$ cat src/hw/rtl/csfm_pkg.sv
`timescale 1ns / 1ps

package csfm_pkg;

    // Configuration register indexes
    localparam logic [2:0] CFG_WATER_TEMP_CONTROL   = 3'd0;
    localparam logic [2:0] CFG_LOW_ALARM_THRESHOLD  = 3'd1;
    localparam logic [2:0] CFG_HIGH_ALARM_THRESHOLD = 3'd2;
    localparam logic [2:0] CFG_LINK_ENABLE_MASK     = 3'd3;
    localparam logic [2:0] CFG_TIME_LIMIT_ENABLE    = 3'd4;
    localparam logic [2:0] CFG_TIME_LIMIT_HOURS     = 3'd5;

    // Operating modes
    localparam logic [2:0] MODE_COOL = 3'd1;
    localparam logic [2:0] MODE_HEAT = 3'd2;

    // Temperature limits, tenths of a degree
    localparam logic signed [15:0] SENSOR_LOW_LIMIT  = -16'sd400;
    localparam logic signed [15:0] SENSOR_HIGH_LIMIT = 16'sd800;
    localparam logic signed [15:0] HYSTERESIS        = 16'sd60;

    // Timer loads, seconds
    localparam logic [7:0] FLOW_WINDOW_SECONDS  = 8'd180;
    localparam logic [4:0] PUMP_START_SECONDS   = 5'd20;
    localparam logic [5:0] FLOW_CLEAR_SECONDS   = 6'd60;
    localparam logic [2:0] HOLD_SECONDS         = 3'd5;
    localparam logic [1:0] TEMP_QUALIFY_SECONDS = 2'd2;

    // Latched fault bits
    localparam int F_SENSOR = 0;
    localparam int F_COOL   = 1;
    localparam int F_HEAT   = 2;
    localparam int F_FLOW   = 3;
    localparam int F_OVER   = 4;
    localparam int F_TIME   = 5;

    typedef struct packed {
        logic               water_temp_control;
        logic signed [10:0] low_alarm_threshold;
        logic signed [10:0] high_alarm_threshold;
        logic [3:0]         link_enable_mask;
        logic               time_limit_enable;
        logic [15:0]        time_limit_hours;
    } cfg_t;

    typedef struct packed {
        logic               second_tick;
        logic signed [15:0] sensor_outlet_temp;
        logic signed [15:0] system_outlet_temp;
        logic [2:0]         set_mode;
        logic [4:0]         active_units;
        logic               flow_switch_on;
        logic               pump_on;
        logic               overload_feedback_ok;
        logic [3:0]         link_lost_flags;
        logic [31:0]        run_minutes;
        logic [3:0]         network_error_flags;
    } item_t;

    // Packed so that alarm_flags sits in the low bits
    typedef struct packed {
        logic        any_alarm;
        logic [14:0] alarm_flags;
    } result_t;

endpackage

$ cat src/hw/rtl/chiller_system_fault_monitor.sv
`timescale 1ns / 1ps

// Chiller system fault monitor.
// s_* carries one evaluation item per controller pass; m_* returns one alarm
// result per item, in order. cfg_* writes one configuration register per
// transfer (cfg_index selects it, unknown indexes are ignored); cfg_ready is
// always high, and writes are expected only while no item is in flight.
// An item is held in the input register, then evaluated by the fault logic
// into the result register, which drives m_tvalid. While the receiver
// accepts results, the block sustains one item per cycle: the input
// register refills in the same cycle its item moves to the result register.
// When the receiver stalls, the result register holds and the input
// register keeps one more item, then s_tready drops.
// Reset clears all timers, latched faults, the sensor lock and the flow
// confirmation, empties both registers, and loads the configuration
// defaults (thresholds 4.0 and 60.0 degrees, everything else off).
module chiller_system_fault_monitor
(
    input  logic        clk,
    input  logic        rst_n,
    // configuration write channel
    input  logic        cfg_valid,
    output logic        cfg_ready,
    input  logic [2:0]  cfg_index,
    input  logic [15:0] cfg_data,
    // input item stream
    input  logic        s_tvalid,
    output logic        s_tready,
    // low to high: second_tick[0], sensor_outlet_temp[16:1],
    // system_outlet_temp[32:17], set_mode[35:33], active_units[40:36],
    // flow_switch_on[41], pump_on[42], overload_feedback_ok[43],
    // link_lost_flags[47:44], run_minutes[79:48], network_error_flags[83:80]
    input  logic [87:0] s_tdata,
    // result stream
    output logic        m_tvalid,
    input  logic        m_tready,
    // low to high: alarm_flags[14:0], any_alarm[15]
    output logic [15:0] m_tdata
);

    csfm_pkg::cfg_t    cfg;
    csfm_pkg::item_t   item_reg;
    csfm_pkg::result_t core_result;
    csfm_pkg::result_t result_reg;
    logic              in_valid_reg;
    logic              out_valid_reg;
    logic              advance;

    assign cfg_ready = 1'b1;

    csfm_cfg_regs u_cfg_regs
    (
        .clk      (clk),
        .rst_n    (rst_n),
        .wr_en    (cfg_valid),
        .wr_index (cfg_index),
        .wr_data  (cfg_data),
        .cfg      (cfg)
    );

    // Item moves to the result register when that register is empty or its result is taken
    assign advance  = in_valid_reg && (!out_valid_reg || m_tready);
    assign s_tready = !in_valid_reg || advance;

    // Input register
    always_ff @(posedge clk or negedge rst_n)
    begin
        if (!rst_n)
            in_valid_reg <= 1'b0;
        else if (s_tready)
            in_valid_reg <= s_tvalid;
    end

    always_ff @(posedge clk)
    begin
        if (s_tvalid && s_tready)
        begin
            item_reg.second_tick          <= s_tdata[0];
            item_reg.sensor_outlet_temp   <= s_tdata[16:1];
            item_reg.system_outlet_temp   <= s_tdata[32:17];
            item_reg.set_mode             <= s_tdata[35:33];
            item_reg.active_units         <= s_tdata[40:36];
            item_reg.flow_switch_on       <= s_tdata[41];
            item_reg.pump_on              <= s_tdata[42];
            item_reg.overload_feedback_ok <= s_tdata[43];
            item_reg.link_lost_flags      <= s_tdata[47:44];
            item_reg.run_minutes          <= s_tdata[79:48];
            item_reg.network_error_flags  <= s_tdata[83:80];
        end
    end

    csfm_core u_core
    (
        .clk     (clk),
        .rst_n   (rst_n),
        .advance (advance),
        .item    (item_reg),
        .cfg     (cfg),
        .result  (core_result)
    );

    // Result register
    always_ff @(posedge clk or negedge rst_n)
    begin
        if (!rst_n)
            out_valid_reg <= 1'b0;
        else if (advance)
            out_valid_reg <= 1'b1;
        else if (m_tready)
            out_valid_reg <= 1'b0;
    end

    always_ff @(posedge clk)
    begin
        if (advance)
            result_reg <= core_result;
    end

    assign m_tvalid = out_valid_reg;
    assign m_tdata  = result_reg;

endmodule

$ cat src/hw/rtl/csfm_cfg_regs.sv
`timescale 1ns / 1ps

module csfm_cfg_regs
(
    input  logic                clk,
    input  logic                rst_n,
    input  logic                wr_en,
    input  logic [2:0]          wr_index,
    input  logic [15:0]         wr_data,
    output csfm_pkg::cfg_t      cfg
);

    csfm_pkg::cfg_t cfg_reg;
    csfm_pkg::cfg_t cfg_next;

    // Register decode
    always_comb
    begin
        cfg_next = cfg_reg;
        if (wr_en)
        begin
            unique case (wr_index)
                csfm_pkg::CFG_WATER_TEMP_CONTROL:
                    cfg_next.water_temp_control = wr_data[0];
                csfm_pkg::CFG_LOW_ALARM_THRESHOLD:
                    cfg_next.low_alarm_threshold = wr_data[10:0];
                csfm_pkg::CFG_HIGH_ALARM_THRESHOLD:
                    cfg_next.high_alarm_threshold = wr_data[10:0];
                csfm_pkg::CFG_LINK_ENABLE_MASK:
                    cfg_next.link_enable_mask = wr_data[3:0];
                csfm_pkg::CFG_TIME_LIMIT_ENABLE:
                    cfg_next.time_limit_enable = wr_data[0];
                csfm_pkg::CFG_TIME_LIMIT_HOURS:
                    cfg_next.time_limit_hours = wr_data;
                default:
                    cfg_next = cfg_reg;
            endcase
        end
    end

    always_ff @(posedge clk or negedge rst_n)
    begin
        if (!rst_n)
        begin
            cfg_reg.water_temp_control   <= 1'b0;
            cfg_reg.low_alarm_threshold  <= 11'sd40;
            cfg_reg.high_alarm_threshold <= 11'sd600;
            cfg_reg.link_enable_mask     <= 4'd0;
            cfg_reg.time_limit_enable    <= 1'b0;
            cfg_reg.time_limit_hours     <= 16'd0;
        end
        else
        begin
            cfg_reg <= cfg_next;
        end
    end

    assign cfg = cfg_reg;

endmodule

$ cat src/hw/rtl/csfm_core.sv
`timescale 1ns / 1ps

module csfm_core
(
    input  logic                clk,
    input  logic                rst_n,
    input  logic                advance,
    input  csfm_pkg::item_t     item,
    input  csfm_pkg::cfg_t      cfg,
    output csfm_pkg::result_t   result
);

    logic [2:0] sensor_timer_reg,      sensor_timer_next;
    logic [1:0] cool_low_timer_reg,    cool_low_timer_next;
    logic [1:0] heat_high_timer_reg,   heat_high_timer_next;
    logic [4:0] pump_start_timer_reg,  pump_start_timer_next;
    logic [7:0] flow_window_timer_reg, flow_window_timer_next;
    logic [5:0] flow_clear_timer_reg,  flow_clear_timer_next;
    logic [2:0] flow_closed_timer_reg, flow_closed_timer_next;
    logic [2:0] flow_open_timer_reg,   flow_open_timer_next;
    logic [2:0] overload_timer_reg,    overload_timer_next;
    logic [5:0] latched_reg,           latched_next;
    logic       sensor_lock_reg,       sensor_lock_next;
    logic       flow_confirmed_reg,    flow_confirmed_next;

    logic signed [15:0] raw_temp;
    logic signed [15:0] sys_temp;
    logic signed [15:0] low_level;
    logic signed [15:0] high_level;
    logic signed [15:0] cool_clear_level;
    logic signed [15:0] heat_clear_level;
    logic [21:0]        limit_minutes;
    logic               heat_cool;
    logic               sensor_check_on;
    logic               sensor_bad;
    logic               tick;

    // Operand preparation
    assign raw_temp         = item.sensor_outlet_temp;
    assign sys_temp         = item.system_outlet_temp;
    assign low_level        = {{5{cfg.low_alarm_threshold[10]}}, cfg.low_alarm_threshold};
    assign high_level       = {{5{cfg.high_alarm_threshold[10]}}, cfg.high_alarm_threshold};
    assign cool_clear_level = low_level + csfm_pkg::HYSTERESIS;
    assign heat_clear_level = high_level - csfm_pkg::HYSTERESIS;
    // hours * 60 as hours * 64 - hours * 4
    assign limit_minutes    = {cfg.time_limit_hours, 6'b0} - {4'b0, cfg.time_limit_hours, 2'b0};
    assign heat_cool        = (item.set_mode == csfm_pkg::MODE_COOL)
                           || (item.set_mode == csfm_pkg::MODE_HEAT);
    assign sensor_check_on  = cfg.water_temp_control && (item.active_units > 5'd1);
    assign sensor_bad       = (raw_temp <= csfm_pkg::SENSOR_LOW_LIMIT)
                           || (raw_temp >= csfm_pkg::SENSOR_HIGH_LIMIT);
    assign tick             = item.second_tick;

    // Fault qualification, evaluated in order on the running next values
    always_comb
    begin
        // seconds countdown
        sensor_timer_next      = (tick && sensor_timer_reg != '0)
                               ? sensor_timer_reg - 3'd1 : sensor_timer_reg;
        cool_low_timer_next    = (tick && cool_low_timer_reg != '0)
                               ? cool_low_timer_reg - 2'd1 : cool_low_timer_reg;
        heat_high_timer_next   = (tick && heat_high_timer_reg != '0)
                               ? heat_high_timer_reg - 2'd1 : heat_high_timer_reg;
        pump_start_timer_next  = (tick && pump_start_timer_reg != '0)
                               ? pump_start_timer_reg - 5'd1 : pump_start_timer_reg;
        flow_window_timer_next = (tick && flow_window_timer_reg != '0)
                               ? flow_window_timer_reg - 8'd1 : flow_window_timer_reg;
        flow_clear_timer_next  = (tick && flow_clear_timer_reg != '0)
                               ? flow_clear_timer_reg - 6'd1 : flow_clear_timer_reg;
        flow_closed_timer_next = (tick && flow_closed_timer_reg != '0)
                               ? flow_closed_timer_reg - 3'd1 : flow_closed_timer_reg;
        flow_open_timer_next   = (tick && flow_open_timer_reg != '0)
                               ? flow_open_timer_reg - 3'd1 : flow_open_timer_reg;
        overload_timer_next    = (tick && overload_timer_reg != '0)
                               ? overload_timer_reg - 3'd1 : overload_timer_reg;
        latched_next           = latched_reg;
        sensor_lock_next       = sensor_lock_reg;
        flow_confirmed_next    = flow_confirmed_reg;

        // outlet sensor range
        if (sensor_check_on)
        begin
            if (!latched_next[csfm_pkg::F_SENSOR])
            begin
                if (sensor_bad)
                begin
                    if (sensor_timer_next == '0)
                    begin
                        if (heat_cool)
                        begin
                            sensor_lock_next  = 1'b1;
                            sensor_timer_next = csfm_pkg::HOLD_SECONDS;
                        end
                        latched_next[csfm_pkg::F_SENSOR] = 1'b1;
                    end
                end
                else
                begin
                    sensor_timer_next = csfm_pkg::HOLD_SECONDS;
                end
            end
            else if (sensor_bad)
            begin
                sensor_timer_next = csfm_pkg::HOLD_SECONDS;
            end
            else if (sensor_timer_next == '0 && !sensor_lock_next)
            begin
                latched_next[csfm_pkg::F_SENSOR] = 1'b0;
                sensor_timer_next = csfm_pkg::HOLD_SECONDS;
            end
        end
        else
        begin
            latched_next[csfm_pkg::F_SENSOR] = 1'b0;
        end

        // cooling outlet too low
        if (!latched_next[csfm_pkg::F_COOL])
        begin
            if (sys_temp <= low_level && item.set_mode == csfm_pkg::MODE_COOL)
            begin
                if (cool_low_timer_next == '0)
                    latched_next[csfm_pkg::F_COOL] = 1'b1;
            end
            else
            begin
                cool_low_timer_next = csfm_pkg::TEMP_QUALIFY_SECONDS;
            end
        end
        else if (sys_temp >= cool_clear_level)
        begin
            latched_next[csfm_pkg::F_COOL] = 1'b0;
        end

        // heating outlet too high
        if (!latched_next[csfm_pkg::F_HEAT])
        begin
            if (sys_temp >= high_level && item.set_mode == csfm_pkg::MODE_HEAT)
            begin
                if (heat_high_timer_next == '0)
                    latched_next[csfm_pkg::F_HEAT] = 1'b1;
            end
            else
            begin
                heat_high_timer_next = csfm_pkg::TEMP_QUALIFY_SECONDS;
            end
        end
        else if (sys_temp <= heat_clear_level)
        begin
            latched_next[csfm_pkg::F_HEAT] = 1'b0;
        end

        // water flow: start wait, confirm window, then loss watch
        if (!item.pump_on)
        begin
            pump_start_timer_next  = csfm_pkg::PUMP_START_SECONDS;
            flow_window_timer_next = csfm_pkg::FLOW_WINDOW_SECONDS;
            flow_open_timer_next   = csfm_pkg::HOLD_SECONDS;
            flow_closed_timer_next = csfm_pkg::HOLD_SECONDS;
            flow_confirmed_next    = 1'b0;
        end
        if (!latched_next[csfm_pkg::F_FLOW])
        begin
            if (pump_start_timer_next == '0)
            begin
                if (!flow_confirmed_next)
                begin
                    if (!item.flow_switch_on)
                        flow_open_timer_next = csfm_pkg::HOLD_SECONDS;
                    if (flow_open_timer_next == '0)
                        flow_confirmed_next = 1'b1;
                end
                if (!flow_confirmed_next)
                begin
                    if (flow_window_timer_next == '0)
                        latched_next[csfm_pkg::F_FLOW] = 1'b1;
                end
                else
                begin
                    if (item.flow_switch_on)
                        flow_closed_timer_next = csfm_pkg::HOLD_SECONDS;
                    if (flow_closed_timer_next == '0)
                        latched_next[csfm_pkg::F_FLOW] = 1'b1;
                end
                if (latched_next[csfm_pkg::F_FLOW] && heat_cool)
                    flow_clear_timer_next = csfm_pkg::FLOW_CLEAR_SECONDS;
            end
        end
        else if (flow_clear_timer_next == '0)
        begin
            latched_next[csfm_pkg::F_FLOW] = 1'b0;
        end

        // pump overload
        if (pump_start_timer_next == '0)
        begin
            if (!latched_next[csfm_pkg::F_OVER])
            begin
                if (!item.overload_feedback_ok)
                begin
                    if (overload_timer_next == '0)
                    begin
                        overload_timer_next = csfm_pkg::HOLD_SECONDS;
                        latched_next[csfm_pkg::F_OVER] = 1'b1;
                    end
                end
                else
                begin
                    overload_timer_next = csfm_pkg::HOLD_SECONDS;
                end
            end
            else if (!item.overload_feedback_ok)
            begin
                overload_timer_next = csfm_pkg::HOLD_SECONDS;
            end
            else if (overload_timer_next == '0)
            begin
                latched_next[csfm_pkg::F_OVER] = 1'b0;
            end
        end

        // run-time limit
        if (cfg.time_limit_enable)
        begin
            if (item.run_minutes >= {10'b0, limit_minutes})
                latched_next[csfm_pkg::F_TIME] = 1'b1;
        end
        else
        begin
            latched_next[csfm_pkg::F_TIME] = 1'b0;
        end
    end

    // Result: a disabled link reads as a fault
    assign result.alarm_flags = {1'b0,
                                 item.network_error_flags,
                                 latched_next[csfm_pkg::F_TIME],
                                 ~cfg.link_enable_mask | item.link_lost_flags,
                                 latched_next[4:0]};
    assign result.any_alarm   = |result.alarm_flags;

    // State update once per evaluated item
    always_ff @(posedge clk or negedge rst_n)
    begin
        if (!rst_n)
        begin
            sensor_timer_reg      <= '0;
            cool_low_timer_reg    <= '0;
            heat_high_timer_reg   <= '0;
            pump_start_timer_reg  <= '0;
            flow_window_timer_reg <= '0;
            flow_clear_timer_reg  <= '0;
            flow_closed_timer_reg <= '0;
            flow_open_timer_reg   <= '0;
            overload_timer_reg    <= '0;
            latched_reg           <= '0;
            sensor_lock_reg       <= 1'b0;
            flow_confirmed_reg    <= 1'b0;
        end
        else if (advance)
        begin
            sensor_timer_reg      <= sensor_timer_next;
            cool_low_timer_reg    <= cool_low_timer_next;
            heat_high_timer_reg   <= heat_high_timer_next;
            pump_start_timer_reg  <= pump_start_timer_next;
            flow_window_timer_reg <= flow_window_timer_next;
            flow_clear_timer_reg  <= flow_clear_timer_next;
            flow_closed_timer_reg <= flow_closed_timer_next;
            flow_open_timer_reg   <= flow_open_timer_next;
            overload_timer_reg    <= overload_timer_next;
            latched_reg           <= latched_next;
            sensor_lock_reg       <= sensor_lock_next;
            flow_confirmed_reg    <= flow_confirmed_next;
        end
    end

`ifndef NO_ASSERTIONS
    // Sensor lock is released only by reset
    a_lock_sticky: assert property (@(posedge clk) disable iff (!rst_n)
        sensor_lock_reg |=> sensor_lock_reg)
        else $error("sensor lock released without reset");

    // Pump off always drops flow confirmation
    a_pump_off_unconfirms: assert property (@(posedge clk) disable iff (!rst_n)
        (advance && !item.pump_on) |=> !flow_confirmed_reg)
        else $error("flow confirmed while pump off");

    // Disabled run-time limit leaves no timeout fault
    a_timeout_clear: assert property (@(posedge clk) disable iff (!rst_n)
        (advance && !cfg.time_limit_enable) |=> !latched_reg[csfm_pkg::F_TIME])
        else $error("timeout fault held with limit disabled");

    // State moves only with an evaluated item
    a_state_hold: assert property (@(posedge clk) disable iff (!rst_n)
        !advance |=> ($stable(latched_reg) && $stable(pump_start_timer_reg)))
        else $error("fault state changed without an item");
`endif

endmodule
$ cat config.mk
export PLATFORM = sky130hd
export DESIGN_NAME = chiller_system_fault_monitor
export DESIGN_NICKNAME = d
export VERILOG_FILES = /design/src/hw/rtl/csfm_pkg.sv /design/src/hw/rtl/chiller_system_fault_monitor.sv /design/src/hw/rtl/csfm_cfg_regs.sv /design/src/hw/rtl/csfm_core.sv
export SDC_FILE = /design/constraint.sdc
export NUM_CORES = 1
export LEC_CHECK = 0
export BUFFER_PORTS_ARGS = -buffer_cell sky130_fd_sc_hd__buf_4
export CAP_MARGIN = 20
export CORE_ASPECT_RATIO = 0.7
export CORE_MARGIN = 4
export CORE_UTILIZATION = 50
export CTS_CLUSTER_DIAMETER = 50
export DETAILED_ROUTE_END_ITERATION = 16
export PLACE_DENSITY = 0.7
export SYNTH_ARGS = -nofsm -noshare
export SYNTH_HDL_FRONTEND = slang
export SYNTH_SLANG_ARGS = --single-unit
$ cat constraint.sdc
create_clock -name clk -period 4.3 [get_ports clk]
set_input_delay 0.86 -clock clk [delete_from_list [all_inputs] [get_ports clk]]
set_output_delay 0.86 -clock clk [all_outputs]
set_load 0.01 [all_outputs]
==> Yosys cells after proc, flatten, opt, wreduce, memory -nomap -nowiden <==
Cells that the tools add are included.
{ "op_classes": {"bitwise": 3, "reduce_logical": 51, "magnitude_cmp": 8, "n_eq_ne": 7, "mux": 85, "n_addsub": 12} }
{ "ops": {"columns": ["operator", "n"], "rows": [
  ["$mux W3", 32],
  ["$mux W1", 39],
  ["$ge A32 B22 Y1", 1],
  ["$mux W6", 4],
  ["$sub A22 B18 Y22", 1],
  ["$ge A16 B11 Y1", 1],
  ["$ge A16 B11 Y1 const B", 1],
  ["$ge A16 B16 Y1", 1],
  ["$le A16 B10 Y1 const B", 1],
  ["$le A16 B11 Y1", 1],
  ["$le A16 B16 Y1", 1],
  ["$logic_and A1 B1 Y1", 16],
  ["$mux W8", 2],
  ["$logic_not A3 Y1", 5],
  ["$reduce_or A14 Y1", 1],
  ["$add A11 B7 Y12 const B", 1],
  ["$mux W2", 6],
  ["$reduce_and A2 Y1", 6],
  ["$reduce_bool A3 Y1", 4],
  ["$sub A11 B7 Y12 const B", 1],
  ["$sub A3 B1 Y3 const B", 4],
  ["$mux W5", 2],
  ["$eq A3 B2 Y1 const B", 3],
  ["$logic_not A8 Y1", 1],
  ["other kinds (20)", 31]
]} }
{ "totals": {"in_bits": 112, "regBits": 188} }

==> Logic depth before layout (Yosys ltp) <==
{ "depth": {"ltp_word": 25, "mapped_depth": 17, "mapped_depth_nobuf": 17} }

==> By module <==
Synthesis repeated with hierarchy kept, for this count alone.
{ "hier_totals": {"cells_unflattened": 964, "hier_area_um2": 10880.4} }
{ "modules_own_cells": {"columns": ["module", "area_each_um2", "instances", "seq_area_each_um2", "cells_each"], "rows": [
  ["csfm_core", 5967.0, 1, 1076.0, 757],
  ["chiller_system_fault_monitor", 3118.0, 1, 3052.9, 110],
  ["csfm_cfg_regs", 1795.5, 1, 1108.6, 97]
]} }

==> Worst setup path after synthesis <==
OpenSTA, ideal clock, no wires.
{ "synth_path": {"path_kind": "flip-flop to flip-flop", "start": "register u_cfg_regs.cfg_reg (netlist bit u_cfg_regs.cfg[0])", "end": "register result_reg (netlist bit m_tdata[15]) (data pin)", "arrival_ps": 3591, "path_slack_ps": 433, "n_path_buf": 0, "path_stages_with_launch": 16, "period_less_slack_ps": 3867, "setup_time_ps": 276, "cell_sequence": "dfrtp_1 -> ha_1 -> a311o_1 -> a2111oi_1 -> o311ai_0 -> a21oi_1 -> o211ai_1 -> xnor2_1 -> ha_1 -> nor4_1 -> nand4_1 -> a21oi_1 -> nor2b_1 -> a31o_2 -> nor4b_1 -> nand4b_1"} }
{ "synth_lines": {"columns": ["element", "line", "source"], "rows": [
  ["from (decl)", "csfm_cfg_regs.sv:13", "csfm_pkg::cfg_t cfg_reg;"],
  ["from (signal assigned)", "csfm_cfg_regs.sv:54", "cfg_reg <= cfg_next;"],
  ["to (signal assigned)", "chiller_system_fault_monitor.sv:116", "result_reg <= core_result;"],
  ["to (decl)", "chiller_system_fault_monitor.sv:44", "csfm_pkg::result_t result_reg;"]
]} }

==> impl_metrics.xml <==
<?xml version="1.0" encoding="UTF-8"?>
<metrics>
  <group name="outcome">
    <metric name="status" unit="">completed</metric>
  </group>
  <group name="setup_path">
    <metric name="reg2reg_slack" unit="ns">0.18</metric>
    <metric name="critPathMaxFanout" unit="">3</metric>
    <metric name="timing.critical_path.slowest_stage_cell" unit="">sky130_fd_sc_hd__dfrtp_1</metric>
    <metric name="cp-start-kind" unit="">flop</metric>
    <metric name="cp_cell_sequence" unit="">ha_1, a311o_1, a2111oi_4, buf_4, nor3_1, or2_2, xnor2_2, ha_1, o211ai_1, nor3_2, a221oi_2, o211ai_1, a31o_2, nor4b_4, nand4b_1</metric>
    <metric name="critPathCaptureType" unit="">flop</metric>
    <metric name="category_of_the_most_critical_setup_path" unit="">flop to flop</metric>
    <metric name="req_time_crit_path" unit="ns">4.47</metric>
    <metric name="rr_startpoint" unit="">u_cfg_regs.cfg[0]</metric>
    <metric name="startpoint" unit="">u_cfg_regs.cfg[0]</metric>
    <metric name="timing.reg2reg.worst_path_depth" unit="">15</metric>
    <metric name="worst_path_largest_cell_delay" unit="ns">0.40</metric>
    <metric name="timing.rr.end" unit="">m_tdata[15]</metric>
    <metric name="endpoint" unit="">m_tdata[15]</metric>
    <metric name="worst_endpoint_data_arrival_time" unit="ns">4.28</metric>
  </group>
  <group name="clock_network">
    <metric name="clkSlewWorstSetupHoldPaths" unit="ns">0.08</metric>
    <metric name="cts_tree" unit="">done</metric>
    <metric name="holdBufCountCts" unit="">0</metric>
    <metric name="clk_root_buffer_cell" unit="">sky130_fd_sc_hd__clkbuf_16</metric>
    <metric name="cts_sinks" unit="">187</metric>
    <metric name="cts_inserted_buffers" unit="">17</metric>
    <metric name="cts_buffer_depth" unit="">2</metric>
    <metric name="htree_levels" unit="">4</metric>
    <metric name="worstSkewPairLatency" unit="ns">0.45</metric>
  </group>
  <group name="synthesis">
    <metric name="syn_avg_cell_area" unit="um2">10.8</metric>
    <metric name="yosys.cell_types.count" unit="">81</metric>
    <metric name="dominantRegCellSynth" unit="">sky130_fd_sc_hd__edfxtp_1</metric>
    <metric name="yosysSeqAreaShare" unit="">0.479</metric>
    <metric name="post_synth_instance_area" unit="um2">10800</metric>
    <metric name="synth.top_cells.by_count" unit="">sky130_fd_sc_hd__ha_1, sky130_fd_sc_hd__edfxtp_1, sky130_fd_sc_hd__inv_1</metric>
    <metric name="synth.yosys.warnings" unit="">0</metric>
    <metric name="synthMostInstantiatedCell" unit="">sky130_fd_sc_hd__ha_1</metric>
    <metric name="async_flop_share" unit="">0.476</metric>
    <metric name="synth.ff_latch_count" unit="">187</metric>
    <metric name="synthDominantCellAreaShare" unit="">0.272</metric>
    <metric name="synth_top_cell_by_area" unit="">sky130_fd_sc_hd__edfxtp_1</metric>
    <metric name="synth_edf_count" unit="">98</metric>
    <metric name="synth_top_cells_by_area" unit="">sky130_fd_sc_hd__edfxtp_1, sky130_fd_sc_hd__dfrtp_1, sky130_fd_sc_hd__ha_1, sky130_fd_sc_hd__inv_1, sky130_fd_sc_hd__mux2_2</metric>
    <metric name="synth_cells" unit="">996</metric>
    <metric name="postSynthNetCount" unit="">1218</metric>
  </group>
  <group name="floorplanning">
    <metric name="initial_core_util" unit="">0.515</metric>
    <metric name="core.rowCount" unit="">44</metric>
    <metric name="io_pins" unit="">131</metric>
    <metric name="die-width" unit="um">184</metric>
    <metric name="die-area" unit="um2">24100</metric>
    <metric name="floorplan.die.height" unit="um">131</metric>
    <metric name="placeableCoreArea" unit="um2">21000</metric>
  </group>
  <group name="timing">
    <metric name="hold_violations" unit="">0</metric>
    <metric name="worst_hold_slack" unit="ns">0.342</metric>
    <metric name="max_slew.worst_pin.slew" unit="ns">0.979</metric>
    <metric name="setup_violations_final" unit="">0</metric>
    <metric name="timing.slew.headroom" unit="">0.344</metric>
    <metric name="finalWorstPathRequiredPeriod" unit="ns">4.12</metric>
    <metric name="count_of_final_max_slew_check_failures" unit="">0</metric>
    <metric name="layout_setup_ws" unit="ns">0.184</metric>
    <metric name="min_period_over_period" unit="">0.957</metric>
    <metric name="timing.clock.skew" unit="ns">0.0127</metric>
    <metric name="fmax" unit="MHz">243</metric>
  </group>
  <group name="power">
    <metric name="vdd_ir_drop_max" unit="mV">0.348</metric>
    <metric name="p_per_area" unit="nW/um2">510</metric>
    <metric name="p_leak" unit="nW">5.55</metric>
  </group>
  <group name="final_layout">
    <metric name="syn2layout_area_growth" unit="%">19.2</metric>
    <metric name="layout.cell_area.non_filler" unit="um2">12900</metric>
    <metric name="flip_flop_count_of_the_largest_register_all_copies_and_words_added" unit="">83</metric>
    <metric name="nFillCells" unit="">1707</metric>
    <metric name="num_antenna_cells" unit="">0</metric>
    <metric name="final_layout_size_suffix_gt1_frac" unit="">0.209</metric>
    <metric name="layout.nets" unit="">1361</metric>
  </group>
  <group name="global_routing">
    <metric name="vias_in_the_first_global_route" unit="">7889</metric>
    <metric name="maximum_number_of_pins_on_one_net_before_global_route_repair" unit="">40</metric>
    <metric name="grt_first_pass_wirelength" unit="mm">41.1</metric>
    <metric name="grt_overflow" unit="">0</metric>
    <metric name="grt_antenna_before_repair" unit="">0</metric>
    <metric name="track_usage" unit="">0.218</metric>
  </group>
  <group name="route">
    <metric name="first_drt_pass_iteration_count" unit="">6</metric>
    <metric name="via_count" unit="">8193</metric>
    <metric name="via_per_inst" unit="">5.74</metric>
    <metric name="ant_nets" unit="">0</metric>
    <metric name="detail_route.iter0.violations" unit="">688</metric>
    <metric name="route.detailed.drc" unit="">0</metric>
    <metric name="routedWlPerCell" unit="um">17.9</metric>
    <metric name="totalWireLength" unit="mm">25.5</metric>
  </group>
  <group name="job">
    <metric name="maxCapViolCount" unit="">0</metric>
  </group>
  <group name="place">
    <metric name="preCtsSetupSlack" unit="ns">-0.0874</metric>
    <metric name="port-buffer-count" unit="">123</metric>
    <metric name="gp_routability_congestion" unit="">0.876</metric>
    <metric name="detailed_place.area" unit="um2">12100</metric>
    <metric name="hpwl" unit="mm">18.8</metric>
  </group>
  <group name="min_path">
    <metric name="min_path_type" unit="">input port to asynchronous set/reset pin</metric>
  </group>
</metrics>
[worst min path at each step]
stage | endpoint | slack (ns) | cells after the start
after floorplan | m_tdata[11] | 0.43 | 0
after global placement | u_core.sensor_lock_reg | 0.46 | 1
after detailed placement | m_tdata[12] | 0.47 | 0
after CTS | u_cfg_regs.cfg[23] | 0.35 | 1
after global routing | u_cfg_regs.cfg[26] | 0.36 | 1
final | u_cfg_regs.cfg[23] | 0.34 | 1
[metal layers]
metal / share of wire / track usage
met2: 0.43 / 0.324
met5: 0 / 0
met3: 0.072 / 0.0542
met1: 0.49 / 0.321
met4: 0.013 / 0.0604
[per-stage QoR]
step | instances | setup TNS, ns | total power [W] | utilization
after floorplan | 996 | 0 | 0.00406 | -
after global placement | 1391 | -0.0372 | 0.00461 | 0.578
after detailed placement | 1391 | -0.0874 | 0.00468 | 0.578
after CTS | 1423 | 0 | 0.00651 | 0.610
after global routing | 1428 | -0.00418 | 0.00703 | 0.614
final | 1428 | 0 | 0.00657 | 0.614
[cell usage in the layout, fill, tap and decap left out, drive strengths merged, types with 8 or more instances in the layout]
cell type	count
buf	145
ha	110
edfxtp	98
inv	93
dfrtp	83
nand2	76
o21ai	55
a21oi	46
nor2	40
mux2	29
nor3	28
xnor2	24
nand2b	23
nand4	21
nand3	21
clkbuf	17
a21o	16
nor2b	14
nor4	12
o211ai	11
or2	8
a31oi	8
mux2i	8
o31ai	8
o311ai	8
[cell families after synthesis]
| group | share of synthesized area |
|---|---|
| and+or+nand+nor | 0.142 |
| AOI/OAI and AO/OA | 0.151 |
| DFF | 0.479 |
| adders and majority gates | 0.127 |
| buffers and inverters | 0.0386 |
| muxes | 0.0376 |
| xor gates and xnor gates | 0.0235 |
| other | 0.000695 |
[power by group]
group          internal, W  switching (W)  total [W]
registers          0.00220       0.000286    0.00249
clock network      0.00105       0.000734    0.00178
logic              0.00105        0.00125    0.00230
[cell type report]
type	count	area [um2]	area share
Clock buffer	17	425	0.0330
Inverter	87	327	0.0254
Multi-Input combinational cell	701	5280	0.410
Timing Repair Buffer	145	1090	0.0845
Sequential cell	187	5180	0.402
Clock inverter	15	234	0.0182
Tap cell	276	345	0.0268
[worst max-delay path: cells and delay by family, from the launching register on]
family / cells / cell delay [ns]
AO/OA/AOI/OAI: 6 / 1.61
XOR/XNOR: 1 / 0.14
adder cells (fa/ha/maj): 2 / 0.64
buffers and inverters: 1 / 0.18
flip-flops: 1 / 0.40
AND/OR/NAND/NOR: 5 / 0.85
[repair_timing]
item | 4_1_cts | 5_1_grt
endpoints found under the setup margin | 1 | 1
pin swaps | 0 | 11
resized for setup | 2 | 11
hold endpoints to repair | 0 | 0
buffers inserted | 0 | 5
No activity file was read; power rests on OpenSTA's default activity.
